**config.mk**
```make
export PLATFORM = sky130hd
export DESIGN_NAME = averaged_temperature_fan_thermostat_top
export DESIGN_NICKNAME = d
export VERILOG_FILES = /design/src/hdl/atf_pkg.sv /design/src/hdl/averaged_temperature_fan_thermostat_top.sv
export SDC_FILE = /design/constraint.sdc
export NUM_CORES = 1
export LEC_CHECK = 0
export BUFFER_PORTS_ARGS = -buffer_cell sky130_fd_sc_hd__buf_2
export CAP_MARGIN = 20
export CORE_MARGIN = 5
export CORE_UTILIZATION = 50
export DETAILED_ROUTE_END_ITERATION = 6
export GPL_ROUTABILITY_DRIVEN = 0
export GPL_TIMING_DRIVEN = 0
export MAX_ROUTING_LAYER = met4
export PLACE_DENSITY = 0.75
export SKIP_CTS_REPAIR_TIMING = 1
export SLEW_MARGIN = 20
export SYNTH_ARGS = -nofsm -noshare
export SYNTH_HDL_FRONTEND = slang
export SYNTH_SLANG_ARGS = --single-unit
```
**constraint.sdc**
```tcl
create_clock -name clk_i -period 8.35 [get_ports clk_i]
set_input_delay 1.67 -clock clk_i [delete_from_list [all_inputs] [get_ports clk_i]]
set_output_delay 1.67 -clock clk_i [all_outputs]
set_load 0.005 [all_outputs]
```
**src/hdl/atf_pkg.sv**
```systemverilog
// atf_pkg: shared constants and types of the averaged temperature fan thermostat.
// No dependencies; imported by the top level and its checker.

package atf_pkg;

  // Averaging window and derived widths
  localparam int WINDOW   = 10;
  localparam int SAMPLE_W = 10;
  localparam int IDX_W    = (WINDOW > 1) ? $clog2(WINDOW) : 1;
  localparam int SUM_W    = $clog2(WINDOW * ((1 << SAMPLE_W) - 1) + 1);

  // sum / WINDOW as (sum * RECIP) >> RECIP_SH, exact for every SUM_W-bit sum
  localparam int RECIP_SH    = SUM_W + $clog2(WINDOW);
  localparam int RECIP       = ((1 << RECIP_SH) + WINDOW - 1) / WINDOW;
  localparam int RECIP_W     = SUM_W + 1;
  localparam int MEAN_FULL_W = SUM_W + RECIP_W - RECIP_SH;

  // Field widths
  localparam int RAW_W   = 16;
  localparam int OFS_W   = 10;
  localparam int GAIN_W  = 16;
  localparam int TEMP_W  = 16;
  localparam int PROD_W  = 28;
  localparam int CFG_W   = 16;
  localparam int CIDX_W  = 3;
  localparam int IN_TDATA_W  = 16;
  localparam int OUT_TDATA_W = 32;

  // Register indexes
  localparam logic [CIDX_W-1:0] REG_COUNT_OFFSET = 3'd0;
  localparam logic [CIDX_W-1:0] REG_GAIN         = 3'd1;
  localparam logic [CIDX_W-1:0] REG_BIAS         = 3'd2;
  localparam logic [CIDX_W-1:0] REG_ON_THRESH    = 3'd3;
  localparam logic [CIDX_W-1:0] REG_OFF_THRESH   = 3'd4;

  // Register reset values
  localparam logic [OFS_W-1:0]         RST_COUNT_OFFSET = 10'd45;
  localparam logic [GAIN_W-1:0]        RST_GAIN         = 16'd3186;
  localparam logic signed [TEMP_W-1:0] RST_BIAS         = 16'sd384;
  localparam logic signed [TEMP_W-1:0] RST_ON_THRESH    = 16'sd7168;
  localparam logic signed [TEMP_W-1:0] RST_OFF_THRESH   = 16'sd6656;

  // Output word, mean in the low bits
  typedef struct packed {
    logic                     fan_on;
    logic signed [TEMP_W-1:0] temperature_q8;
    logic [SAMPLE_W-1:0]      mean_count;
  } out_word_t;

  localparam int OUT_PAD_W = OUT_TDATA_W - $bits(out_word_t);

endpackage

```
**src/hdl/averaged_temperature_fan_thermostat_top.sv**
```systemverilog
// averaged_temperature_fan_thermostat_top: moving-average thermostat with fan hysteresis.
// Depends on atf_pkg; sample ring kept in a local synchronous memory.
//
//  channel   dir  bits  handshake            content
//  s_axis    in   16    tvalid/tready        raw converter word
//  m_axis    out  32    tvalid/tready        mean, Q8.8 temperature, fan flag
//  cfg       in   16    cfg_we_i, no ready   register index + value
//
// One word accepted per cycle while s_axis_tready is high; each result passes the ring read,
// sum update, reciprocal multiply, scale multiply and threshold stage into the output queue.
// Up to six words may be outstanding; tready drops only when the output queue
// plus the pipeline would overflow. No clearing pass: reset clears the per-entry
// valid bits at once, and an entry that is not valid reads as zero.

module averaged_temperature_fan_thermostat_top
  import atf_pkg::*;
(
  input  logic                     clk_i,
  input  logic                     rst_ni,
  // s_axis_tdata: [15:0] raw_sample
  input  logic                     s_axis_tvalid,
  output logic                     s_axis_tready,
  input  logic [IN_TDATA_W-1:0]    s_axis_tdata,
  // m_axis_tdata: [9:0] mean_count, [25:10] temperature_q8, [26] fan_on, [31:27] zero
  output logic                     m_axis_tvalid,
  input  logic                     m_axis_tready,
  output logic [OUT_TDATA_W-1:0]   m_axis_tdata,
  input  logic                     cfg_we_i,
  input  logic [CIDX_W-1:0]        cfg_idx_i,
  input  logic [CFG_W-1:0]         cfg_data_i
);

  localparam int OUT_DEPTH = 6;
  localparam int PTR_W     = $clog2(OUT_DEPTH);
  localparam int CNT_W     = $clog2(OUT_DEPTH + 1);
  localparam int SHR_W     = PROD_W - 8;
  localparam int TSUM_W    = SHR_W + 1;

  // ---------------- configuration registers ----------------
  logic [OFS_W-1:0]         offset_q;
  logic [GAIN_W-1:0]        gain_q;
  logic signed [TEMP_W-1:0] bias_q, on_q, off_q;

  always_ff @(posedge clk_i or negedge rst_ni) begin
    if (!rst_ni) begin
      offset_q <= RST_COUNT_OFFSET;
      gain_q   <= RST_GAIN;
      bias_q   <= RST_BIAS;
      on_q     <= RST_ON_THRESH;
      off_q    <= RST_OFF_THRESH;
    end else if (cfg_we_i) begin
      unique case (cfg_idx_i)
        REG_COUNT_OFFSET: offset_q <= cfg_data_i[OFS_W-1:0];
        REG_GAIN:         gain_q   <= cfg_data_i;
        REG_BIAS:         bias_q   <= $signed(cfg_data_i);
        REG_ON_THRESH:    on_q     <= $signed(cfg_data_i);
        REG_OFF_THRESH:   off_q    <= $signed(cfg_data_i);
        default: ;
      endcase
    end
  end

  // ---------------- flow control ----------------
  logic             in_acc, out_pop, push;
  logic [CNT_W-1:0] credit_q, credit_d;

  assign s_axis_tready = (credit_q < CNT_W'(OUT_DEPTH));
  assign in_acc        = s_axis_tvalid && s_axis_tready;

  always_comb begin
    credit_d = credit_q;
    if (in_acc && !out_pop)      credit_d = credit_q + 1'b1;
    else if (!in_acc && out_pop) credit_d = credit_q - 1'b1;
  end

  // ---------------- stage 0: ring read ----------------
  logic [SAMPLE_W-1:0] ring_q [WINDOW];
  logic [WINDOW-1:0]   ring_vld_q;
  logic [IDX_W-1:0]    wr_idx_q;
  logic [SUM_W-1:0]    sum_q;

  logic                s1_vld_q, s1_ent_vld_q;
  logic [SAMPLE_W-1:0] s1_sample_q, s1_old_q;
  logic [IDX_W-1:0]    s1_idx_q;

  // Read of slot k+WINDOW always lands after the write of slot k, so no bypass.
  always_ff @(posedge clk_i) begin
    if (in_acc) begin
      s1_old_q    <= ring_q[wr_idx_q];
      s1_sample_q <= s_axis_tdata[SAMPLE_W-1:0];
      s1_idx_q    <= wr_idx_q;
    end
    if (s1_vld_q) begin
      ring_q[s1_idx_q] <= s1_sample_q;
    end
  end

  // ---------------- stage 1: running sum ----------------
  logic [SAMPLE_W-1:0] s1_old;
  logic [SUM_W-1:0]    sum_d;

  assign s1_old = s1_ent_vld_q ? s1_old_q : '0;
  assign sum_d  = sum_q - SUM_W'(s1_old) + SUM_W'(s1_sample_q);

  logic                s2_vld_q;
  logic [SUM_W-1:0]    s2_sum_q;

  // ---------------- stage 2: mean by reciprocal ----------------
  localparam logic [RECIP_W-1:0] RECIP_C = RECIP_W'(RECIP);
  logic [SUM_W+RECIP_W-1:0] mean_prod;
  logic [MEAN_FULL_W-1:0]   mean_full;
  logic [SAMPLE_W-1:0]      mean_d;

  assign mean_prod = (SUM_W+RECIP_W)'(s2_sum_q) * (SUM_W+RECIP_W)'(RECIP_C);
  assign mean_full = mean_prod[SUM_W+RECIP_W-1:RECIP_SH];
  assign mean_d    = (mean_full > MEAN_FULL_W'((1 << SAMPLE_W) - 1)) ?
                     '1 : mean_full[SAMPLE_W-1:0];

  logic                s3_vld_q;
  logic [SAMPLE_W-1:0] s3_mean_q;

  // ---------------- stage 3: scale multiply ----------------
  logic signed [OFS_W:0]    diff;
  logic signed [PROD_W-1:0] prod_d;

  assign diff   = $signed({1'b0, s3_mean_q}) - $signed({1'b0, offset_q});
  assign prod_d = PROD_W'(diff) * PROD_W'($signed({1'b0, gain_q}));

  logic                     s4_vld_q;
  logic [SAMPLE_W-1:0]      s4_mean_q;
  logic signed [PROD_W-1:0] s4_prod_q;

  // ---------------- stage 4: bias, saturate, hysteresis ----------------
  logic signed [SHR_W-1:0]  shr;
  logic signed [TSUM_W-1:0] tsum;
  logic signed [TEMP_W-1:0] temp;
  logic                     fan_q, fan_d;

  assign shr  = s4_prod_q[PROD_W-1:8];   // arithmetic >>> 8, floors negatives
  assign tsum = TSUM_W'(shr) + TSUM_W'(bias_q);

  always_comb begin
    priority if (tsum > TSUM_W'(32767))       temp = 16'sh7fff;
    else if (tsum < -TSUM_W'(32768))          temp = 16'sh8000;
    else                                      temp = tsum[TEMP_W-1:0];
  end

  // on test first, off test second: crossed thresholds end off
  always_comb begin
    fan_d = fan_q;
    if (temp > on_q)  fan_d = 1'b1;
    if (temp < off_q) fan_d = 1'b0;
  end

  assign push = s4_vld_q;

  // ---------------- pipeline registers ----------------
  always_ff @(posedge clk_i or negedge rst_ni) begin
    if (!rst_ni) begin
      credit_q   <= '0;
      wr_idx_q   <= '0;
      ring_vld_q <= '0;
      sum_q      <= '0;
      fan_q      <= 1'b0;
      s1_vld_q   <= 1'b0;
      s2_vld_q   <= 1'b0;
      s3_vld_q   <= 1'b0;
      s4_vld_q   <= 1'b0;
    end else begin
      credit_q <= credit_d;
      s1_vld_q <= in_acc;
      s2_vld_q <= s1_vld_q;
      s3_vld_q <= s2_vld_q;
      s4_vld_q <= s3_vld_q;
      if (in_acc) begin
        wr_idx_q <= (wr_idx_q == IDX_W'(WINDOW - 1)) ? '0 : wr_idx_q + 1'b1;
      end
      if (s1_vld_q) begin
        sum_q                <= sum_d;
        ring_vld_q[s1_idx_q] <= 1'b1;
      end
      if (s4_vld_q) begin
        fan_q <= fan_d;
      end
    end
  end

  always_ff @(posedge clk_i) begin
    if (in_acc)   s1_ent_vld_q <= ring_vld_q[wr_idx_q];
    if (s1_vld_q) s2_sum_q     <= sum_d;
    if (s2_vld_q) s3_mean_q    <= mean_d;
    if (s3_vld_q) begin
      s4_mean_q <= s3_mean_q;
      s4_prod_q <= prod_d;
    end
  end

  // ---------------- output queue ----------------
  out_word_t        fifo_q [OUT_DEPTH];
  logic [PTR_W-1:0] wr_ptr_q, rd_ptr_q;
  logic [CNT_W-1:0] cnt_q;
  out_word_t        push_word, head;

  assign push_word.fan_on         = fan_d;
  assign push_word.temperature_q8 = temp;
  assign push_word.mean_count     = s4_mean_q;

  always_ff @(posedge clk_i) begin
    if (push) fifo_q[wr_ptr_q] <= push_word;
  end

  always_ff @(posedge clk_i or negedge rst_ni) begin
    if (!rst_ni) begin
      wr_ptr_q <= '0;
      rd_ptr_q <= '0;
      cnt_q    <= '0;
    end else begin
      if (push) begin
        wr_ptr_q <= (wr_ptr_q == PTR_W'(OUT_DEPTH - 1)) ? '0 : wr_ptr_q + 1'b1;
      end
      if (out_pop) begin
        rd_ptr_q <= (rd_ptr_q == PTR_W'(OUT_DEPTH - 1)) ? '0 : rd_ptr_q + 1'b1;
      end
      if (push && !out_pop)      cnt_q <= cnt_q + 1'b1;
      else if (!push && out_pop) cnt_q <= cnt_q - 1'b1;
    end
  end

  assign head          = fifo_q[rd_ptr_q];
  assign m_axis_tvalid = (cnt_q != '0);
  assign out_pop       = m_axis_tvalid && m_axis_tready;
  assign m_axis_tdata  = {{OUT_PAD_W{1'b0}}, head};

endmodule

```
# Yosys cells after proc, flatten, opt, wreduce, memory -nomap -nowiden
# Memory sizes are Yosys's and may differ from the RTL's. A register that Yosys moved wholly into a read port is not among the register bits.
# Cells that the tools add are included.
[op_classes]
n_addsub = 11
mul = 2
magnitude_cmp = 9
eq_ne = 7
muxes = 20
bitwise_logic = 1
reduce_logical = 19
[ops]
columns = ["cell", "n"]
rows = [
  ["16-bit 2-to-1 mux", 2],
  ["14-bit by 15-bit multiplier with 29-bit output, second input constant", 1],
  ["11-bit by 17-bit multiplier with 28-bit output", 1],
  ["20-bit by 16-bit adder with 21-bit output", 1],
  ["21-bit by 16-bit greater-than comparator with 1-bit output, second input constant", 1],
  ["21-bit by 16-bit less-than comparator with 1-bit output, second input constant", 1],
  ["3-bit 2-to-1 mux", 6],
  ["16-bit greater-than comparator", 1],
  ["16-bit less-than comparator", 1],
  ["14-bit by 10-bit adder with 14-bit output", 1],
  ["14-bit by 10-bit subtractor with 14-bit output", 1],
  ["3-bit by 1-bit adder with 3-bit output, second input constant", 4],
  ["11-bit by 10-bit greater-than comparator with 1-bit output, second input constant", 1],
  ["10-bit by 10-bit subtractor with 11-bit output", 1],
  ["4-bit by 5-bit less-than comparator with 1-bit output, second input constant", 2],
  ["10-bit 2-to-1 mux", 1],
  ["10-bit bitwise OR", 1],
  ["2-bit AND reduction", 5],
  ["3-bit equality test, second input constant", 3],
  ["1-bit 2-to-1 mux", 8],
  ["1-bit logical AND", 7],
  ["3-bit by 2-bit equality test with 1-bit output, second input constant", 2],
  ["3-bit by 1-bit subtractor with 3-bit output, second input constant", 2],
  ["4-bit by 1-bit adder with 4-bit output, second input constant", 1],
  ["other kinds (11)", 14],
]
[word_totals]
ff_bits = 196
mem_bits_rw = 262
out_inout_bits = 34
word_cells = 95
memories = 2
[mem_list]
columns = ["memory", "words", "width", "read_ports", "rd_clocked_by_memory_dff", "write_ports", "line", "text"]
rows = [
  ["fifo_q", 6, 27, 1, 0, 1, "averaged_temperature_fan_thermostat_top.sv:199", "out_word_t fifo_q [OUT_DEPTH];"],
  ["ring_q", 10, 10, 1, 1, 1, "averaged_temperature_fan_thermostat_top.sv:77", "logic [SAMPLE_W-1:0] ring_q [WINDOW];"],
]

# Logic depth before layout (Yosys ltp)
# Gate-level depths: netlist of the first run.
[depth]
depth_word = 7
depth_mapped = 33
depth_no_buf = 32

# Least setup slack after synthesis of the first run
# OpenSTA, ideal clock, no wires.
[synth_timing]
kind = "register to register"
startpoint = "register offset_q[0]"
endpoint = "register s4_prod_q[26], data pin"
setup_time_ps = 258
arrival_ps = 7111
slack_ps = 981
path_stages_with_launch = 30
cell_sequence = "dfstp_2 > ha_1 > inv_1 > fa_1 > a21o_1 > a21oi_1 > o21ai_0 > a21oi_1 > o21bai_1 > a21oi_1 > o21bai_1 > a21o_1 > clkbuf_1 > nor2_1 > fa_1 > fa_1 > fa_1 > fa_1 > inv_1 > fa_1 > inv_1 > ha_1 > nand3_1 > or3b_2 > and3b_1 > o21ai_2 > a211oi_1 > or3_1 > a21oi_1 > xnor2_1"
[synth_via]
elab_chain_len = 2
[synth_rtl]
columns = ["element", "line", "text"]
rows = [
  ["start, declared", "averaged_temperature_fan_thermostat_top.sv:40", "logic [OFS_W-1:0] offset_q;"],
  ["start signal, assigned", "averaged_temperature_fan_thermostat_top.sv:53", "REG_COUNT_OFFSET: offset_q <= cfg_data_i[OFS_W-1:0];"],
  ["10-bit by 10-bit subtractor with 11-bit output", "averaged_temperature_fan_thermostat_top.sv:126", "assign diff = $signed({1'b0, s3_mean_q}) - $signed({1'b0, offset_q});"],
  ["11-bit by 17-bit multiplier with 28-bit output", "averaged_temperature_fan_thermostat_top.sv:127", "assign prod_d = PROD_W'(diff) * PROD_W'($signed({1'b0, gain_q}));"],
  ["via prod_d[26]", "averaged_temperature_fan_thermostat_top.sv:124", "logic signed [PROD_W-1:0] prod_d;"],
  ["end signal, assigned", "averaged_temperature_fan_thermostat_top.sv:194", "s4_prod_q <= prod_d;"],
  ["end, declared", "averaged_temperature_fan_thermostat_top.sv:131", "logic signed [PROD_W-1:0] s4_prod_q;"],
]
# The timed path passes the listed nets, and every way through them passes these cells.
# A chain may end at the register's enable or synchronous reset.

# Worst setup path after layout of the first run
[layout_timing]
startpoint = "register s3_mean_q[0]"
endpoint = "register s4_prod_q[24], data pin"
[layout_via]
elab_chain_len = 2
[layout_rtl]
columns = ["element", "line", "text"]
rows = [
  ["start, declared", "averaged_temperature_fan_thermostat_top.sv:120", "logic [SAMPLE_W-1:0] s3_mean_q;"],
  ["start signal, assigned", "averaged_temperature_fan_thermostat_top.sv:191", "if (s2_vld_q) s3_mean_q <= mean_d;"],
  ["10-bit by 10-bit subtractor with 11-bit output", "averaged_temperature_fan_thermostat_top.sv:126", ""],
  ["11-bit by 17-bit multiplier with 28-bit output", "averaged_temperature_fan_thermostat_top.sv:127", ""],
  ["via prod_d[24]", "averaged_temperature_fan_thermostat_top.sv:124", ""],
]
# The timed path passes the listed nets, and every way through them passes these cells.

==> flow_metrics.tcl, run 1 <==
set metrics [dict create \
    max_stage_delay_ps 550 \
    drive_gt1_frac 0.1398 \
    critPathArrivalTime_ps 8390 \
    drtAntennaViolNets 0 \
    cts.path.max_buffers 3 \
    grt_pass1_wl_mm 103.9 \
    netlist.area_leader.share 0.3491 \
    drt-pass1-iter-count 5 \
    yosysWarningCount 0 \
    hold_start "wr_idx_q[0]" \
    timing.reg2reg.setup_slack_ps 310 \
    vias 18430 \
    nets 3007 \
    post-route-min-period_ps 8041 \
    drc 0 \
    netlist_area_um2 29340 \
    maxSlewHeadroom 0.2834 \
    grt_pass1_vias 19800 \
    num_antenna_cells 0 \
    die_height_um 252.2 \
    clock_latency_ps 580 \
    synth_fa_ha_area_frac 0.2447 \
    htreeDepth 2 \
    yosys.cell_types.count 78 \
    io_pins 74 \
    synth-seq-cells 460 \
    start_util 0.5065 \
    outcome "complete, no violations" \
    grt_start_max_net_pins 97 \
    grt_antenna_before_repair 0 \
    dp.cells 3227 \
    hold_path.class "reg2reg" \
    r2r_end "s4_prod_q[24]" \
    syn2layout_area_growth_pct 10.76 \
    hold_slack_ps 446.9 \
    coreArea_um2 57920 \
    yosys-mux-area-fraction 0.07234 \
    cts_tree "done" \
    hold_viol 0 \
    min_path_cells 0 \
    path_clk_slew_ps 60 \
    criticalPathCategory "reg2reg" \
    wl_per_cell_um 19.31 \
    hpwl_mm 48.60 \
    ys.flop_type "edfxtp_1" \
    tightest_slew_ps 1071 \
    critPathLaunchType "flop" \
    cp-end-kind "flop" \
    synth_largest_area_cell "edfxtp_1" \
    seq_area_frac_synth 0.4513 \
    postSynthCellCount 2376 \
    slowest_stage "fa_1" \
    synth-async-reset-ratio 0.2587 \
    mostFrequentLayoutCells "379 x inv_1, 341 x edfxtp_1, 256 x ha_1, 198 x fa_1, 143 x nand2_1" \
    synth_edf_count 341 \
    cts.sinks 460 \
    maxCapViolCount 0 \
    crit_required_ps 8700 \
    layout_commonest_cell "inv_1" \
    routed_wl_mm 63.96 \
    synthXorXnorAreaFrac 0.02030 \
    viasPerCell 5.565 \
    numCtsBuffers 45 \
    yosys-top-cells-area "edfxtp_1 35%, fa_1 14%, ha_1 11%, dfrtp_1 8.6%, inv_1 4.8%" \
    whs_endpoint "s1_idx_q[0]" \
    finClkSkew_ps 33.33 \
    r2r_cells 31 \
    die_x_um 252.2 \
    syn_avg_cell_area_um2 12.35 \
    crit_top_cell "fa_1" \
    synth_top_family_by_area "adder cells" \
    dieArea_um2 63610 \
    cts-root-buf "clkbuf_16" \
    rows 88 \
    overflow 0 \
    synth_compound_area_frac 0.06786 \
    final_cells 3312 \
    cp_max_fo 10 \
    finalCritPeriodShare 0.9630 \
    grt_util_all_layers 0.2085 \
    synth-simple-area-share 0.08368 \
    r2r_start "s3_mean_q[0]" \
    io_buffers 61 \
    slew_violations 0 \
    fin_util 0.5610 \
    fillCellCount 4687 \
    setup_violations 0 \
    max_freq_mhz 124.4 \
    drtIter0Drc 1116 \
]
-- how the worst max path moves through the flow --
| stage | start | to | slack, ps |
|---|---|---|---|
| finish | s3_mean_q[0] | s4_prod_q[24] | 310 |
| global placement | s3_mean_q[0] | s4_prod_q[26] | 110 |
| detailed placement | s3_mean_q[1] | s4_prod_q[26] | -120 |
| floorplan | offset_q[0] | s4_prod_q[26] | 980 |
| global route | s3_mean_q[0] | s4_prod_q[27] | -60 |
| CTS | s3_mean_q[1] | s4_prod_q[26] | -120 |
-- logic make-up after synthesis --
| logic type | Yosys count |
|---|---|
| AND/OR/NAND/NOR | 487 |
| flip-flops | 460 |
| buffers and inverters | 456 |
| adder cells (fa/ha/maj) | 455 |
| AO/OA/AOI/OAI | 305 |
| multiplexers | 144 |
| XOR/XNOR | 68 |
| other | 1 |
-- area by class of cell --
| cell class | count | area [µm²] | area share |
|---|---|---|---|
| clock buffers | 58 | 1205 | 0.03708 |
| plain buffers | 77 | 342.8 | 0.01055 |
| clock inverters | 24 | 260.3 | 0.008010 |
| inverters | 379 | 1423 | 0.04378 |
| multi-input cells | 1464 | 14490 | 0.4459 |
| flip-flops and latches | 460 | 13240 | 0.4075 |
| repair buffers | 85 | 574.3 | 0.01767 |
| well taps | 765 | 957.2 | 0.02946 |
-- per-layer routing --
layer  wire length (µm)  track usage  share of wire  vias to the layer above
met5                  0            -              0                        -
li1                   -            -              -                     8433
met2              32510       0.3572           0.51                      505
met4               1600      0.05490          0.025                        0
met3               3311      0.02490          0.052                      122
met1              26540       0.2665           0.41                     9370
-- cells in the mapped netlist (3+ instances only) --
library cell and instances:
a211oi_1 20, a211oi_2 3, a21boi_0 5, a21o_1 46
a21oi_1 80, a31oi_1 14, and2_1 72, and3_1 5
and3b_1 3, and4_1 4, buf_1 3, buf_2 7
buf_4 5, clkbuf_1 59, dfrtp_1 101, dfstp_2 18
edfxtp_1 341, fa_1 198, ha_1 257, inv_1 379
mux2_2 54, mux2i_1 41, mux4_2 49, nand2_1 143
nand2b_1 16, nand3_1 17, nand3b_1 5, nand4_1 13
nor2_1 95, nor2b_1 36, nor3_1 31, nor3b_1 6
nor4_1 6, o21a_1 12, o21ai_0 68, o21bai_1 5
o221ai_1 4, o31a_1 7, o31ai_1 11, or2_2 17
or3_1 7, xnor2_1 40, xor2_1 28
-- flip-flops by register name, summed over array words and instances, names as in the netlist, 4 cells and up --
signal and cells:
fifo_q 162, ring_q 100, s4_prod_q 20, bias_q 16, gain_q 16, off_q 16, on_q 16, s2_sum_q 14
sum_q 14, offset_q 10, ring_vld_q 10, s1_old_q 10, s1_sample_q 10, s3_mean_q 10, s4_mean_q 10, s1_idx_q 4
wr_idx_q 4
-- critical path, delay by kind of cell (launching register included) --
kind / cells / cell delay (ps)
flops: 1 / 440
simple gates: 5 / 1250
compound gates: 13 / 2180
fa+ha+maj: 8 / 3430
buf+inv: 5 / 510
-- through the flow --
step	area [µm²]	TNS (ps)	setup slack, ps
after detailed placement	30910	-131.0	-119.2
after floorplan	29350	0	981.0
after global routing	32490	-121.4	-64.95
after global placement	30610	0	111.7
final	32490	0	309.2
after CTS	32370	-143.4	-122.3
Power of run 1 is not shown: default switching activity piles up to over one toggle a cycle in this logic, so the estimate is an artifact.
==> run 2, diff against run 1 <==
Clock period 8.35 ns to 8.7 ns, I/O delays scaled along.
==> flow_metrics.tcl, run 2 (synthesis gave the netlist of run 1 again) <==
set metrics [dict create \
    seq_area_um2 13240 \
    tightest_slew_ps 1107 \
    drive_gt1_frac 0.1328 \
    largest_reg_flops 162 \
    wl_per_cell_um 19.31 \
    io_buffers 61 \
    outcome "complete, no violations" \
    hold_viol 0 \
    drt-pass1-iter-count 5 \
    finClkSkew_ps 36.87 \
    top_register "fifo_q" \
    max_freq_mhz 119.9 \
    path_clk_slew_ps 60 \
    post-route-min-period_ps 8338 \
    min_path_cells 0 \
    setup_tns_ps 0 \
    whs_endpoint "s1_idx_q[0]" \
    numCtsBuffers 45 \
    clock_latency_ps 580 \
    cts-root-buf "clkbuf_16" \
    grt_pass1_wl_mm 103.9 \
    crit_top_cell "fa_1" \
    critPathLaunchType "flop" \
    path_depth 28 \
    maxSlewHeadroom 0.2569 \
    num_antenna_cells 0 \
    drtIter0Drc 1121 \
    grt_pass1_vias 19800 \
    grt_util_all_layers 0.2085 \
    r2r_end "s4_prod_q[24]" \
    coreArea_um2 57920 \
    r2r_cells 28 \
    die_height_um 252.2 \
    slew_violations 0 \
    fillCellCount 4698 \
    layout_commonest_cell "inv_1" \
    hold_path.class "reg2reg" \
    io_pins 74 \
    crit_family "adder cells" \
    rsz0062_at_grt "no" \
    routed_wl_mm 63.91 \
    vias 18380 \
    cp_max_fo 10 \
    timing.reg2reg.setup_slack_ps 360 \
    r2r_start "s3_mean_q[1]" \
    hold_start "wr_idx_q[0]" \
    cts_tree "done" \
    start_util 0.5065 \
    overflow 0 \
    setup_violations 0 \
    drc 0 \
    die_x_um 252.2 \
    drtAntennaViolNets 0 \
    finalCritPeriodShare 0.9584 \
    viasPerCell 5.554 \
    cts.path.max_buffers 3 \
    multi_input_area_um2 14430 \
    path_buf_inv 3 \
    dieArea_um2 63610 \
    critPathArrivalTime_ps 8690 \
    slowest_stage "fa_1" \
    nets 3005 \
    syn2layout_area_growth_pct 10.45 \
    maxCapViolCount 0 \
    criticalPathCategory "reg2reg" \
    cp-end-kind "flop" \
    reg_top3 "fifo_q: 162 flops, ring_q: 100 flops, s4_prod_q: 20 flops" \
    grt_antenna_before_repair 0 \
    htreeDepth 2 \
    rows 88 \
    grt_start_max_net_pins 97 \
    critPathLaunch "s3_mean_q[1]" \
    mostFrequentLayoutCells "379 x inv_1, 341 x edfxtp_1, 257 x ha_1, 198 x fa_1, 143 x nand2_1" \
    crit_required_ps 9060 \
    hpwl_mm 48.60 \
    cts.sinks 460 \
    max_stage_delay_ps 550 \
]
==> run 2: final cells by class <==
class / count / area share
buffer: 77 / 0.01019
clock buffer: 58 / 0.03719
clock inverter: 24 / 0.008032
inverter: 379 / 0.04391
multi-input combinational: 1464 / 0.4452
sequential: 460 / 0.4087
tap: 765 / 0.02954
timing repair buffer: 83 / 0.01726
==> run 2: worst max path at each step <==
stage	to	slack (ps)
6_report	s4_prod_q[24]	360
3_5_place_dp	s4_prod_q[26]	230
4_1_cts	s4_prod_q[26]	230
2_1_floorplan	s4_prod_q[26]	1330
3_3_place_gp	s4_prod_q[26]	460
5_1_grt	s4_prod_q[26]	3
==> run 2: metal layers <==
metal  track usage  vias up  wire length, µm
li1              -     8411                -
met1        0.2665     9351            26840
met2        0.3572      494            32340
met3       0.02490      127             3038
met4       0.05490        0             1694
met5             -        -                0
==> run 2: stage by stage <==
stage | std cells | setup WS [ps] | hold WS [ps] | area, µm² | utilization
after floorplan | 2380 | 1331 | 423.1 | 29350 | -
after global placement | 3206 | 461.7 | 426.3 | 30610 | 0.5286
after detailed placement | 3227 | 230.8 | 433.2 | 30910 | 0.5336
after CTS | 3309 | 227.7 | 441.2 | 32370 | 0.5589
after global routing | 3310 | 3.438 | 455.0 | 32400 | 0.5595
final | 3310 | 361.6 | 448.0 | 32400 | 0.5595
Power of run 2 is left out for the same reason.
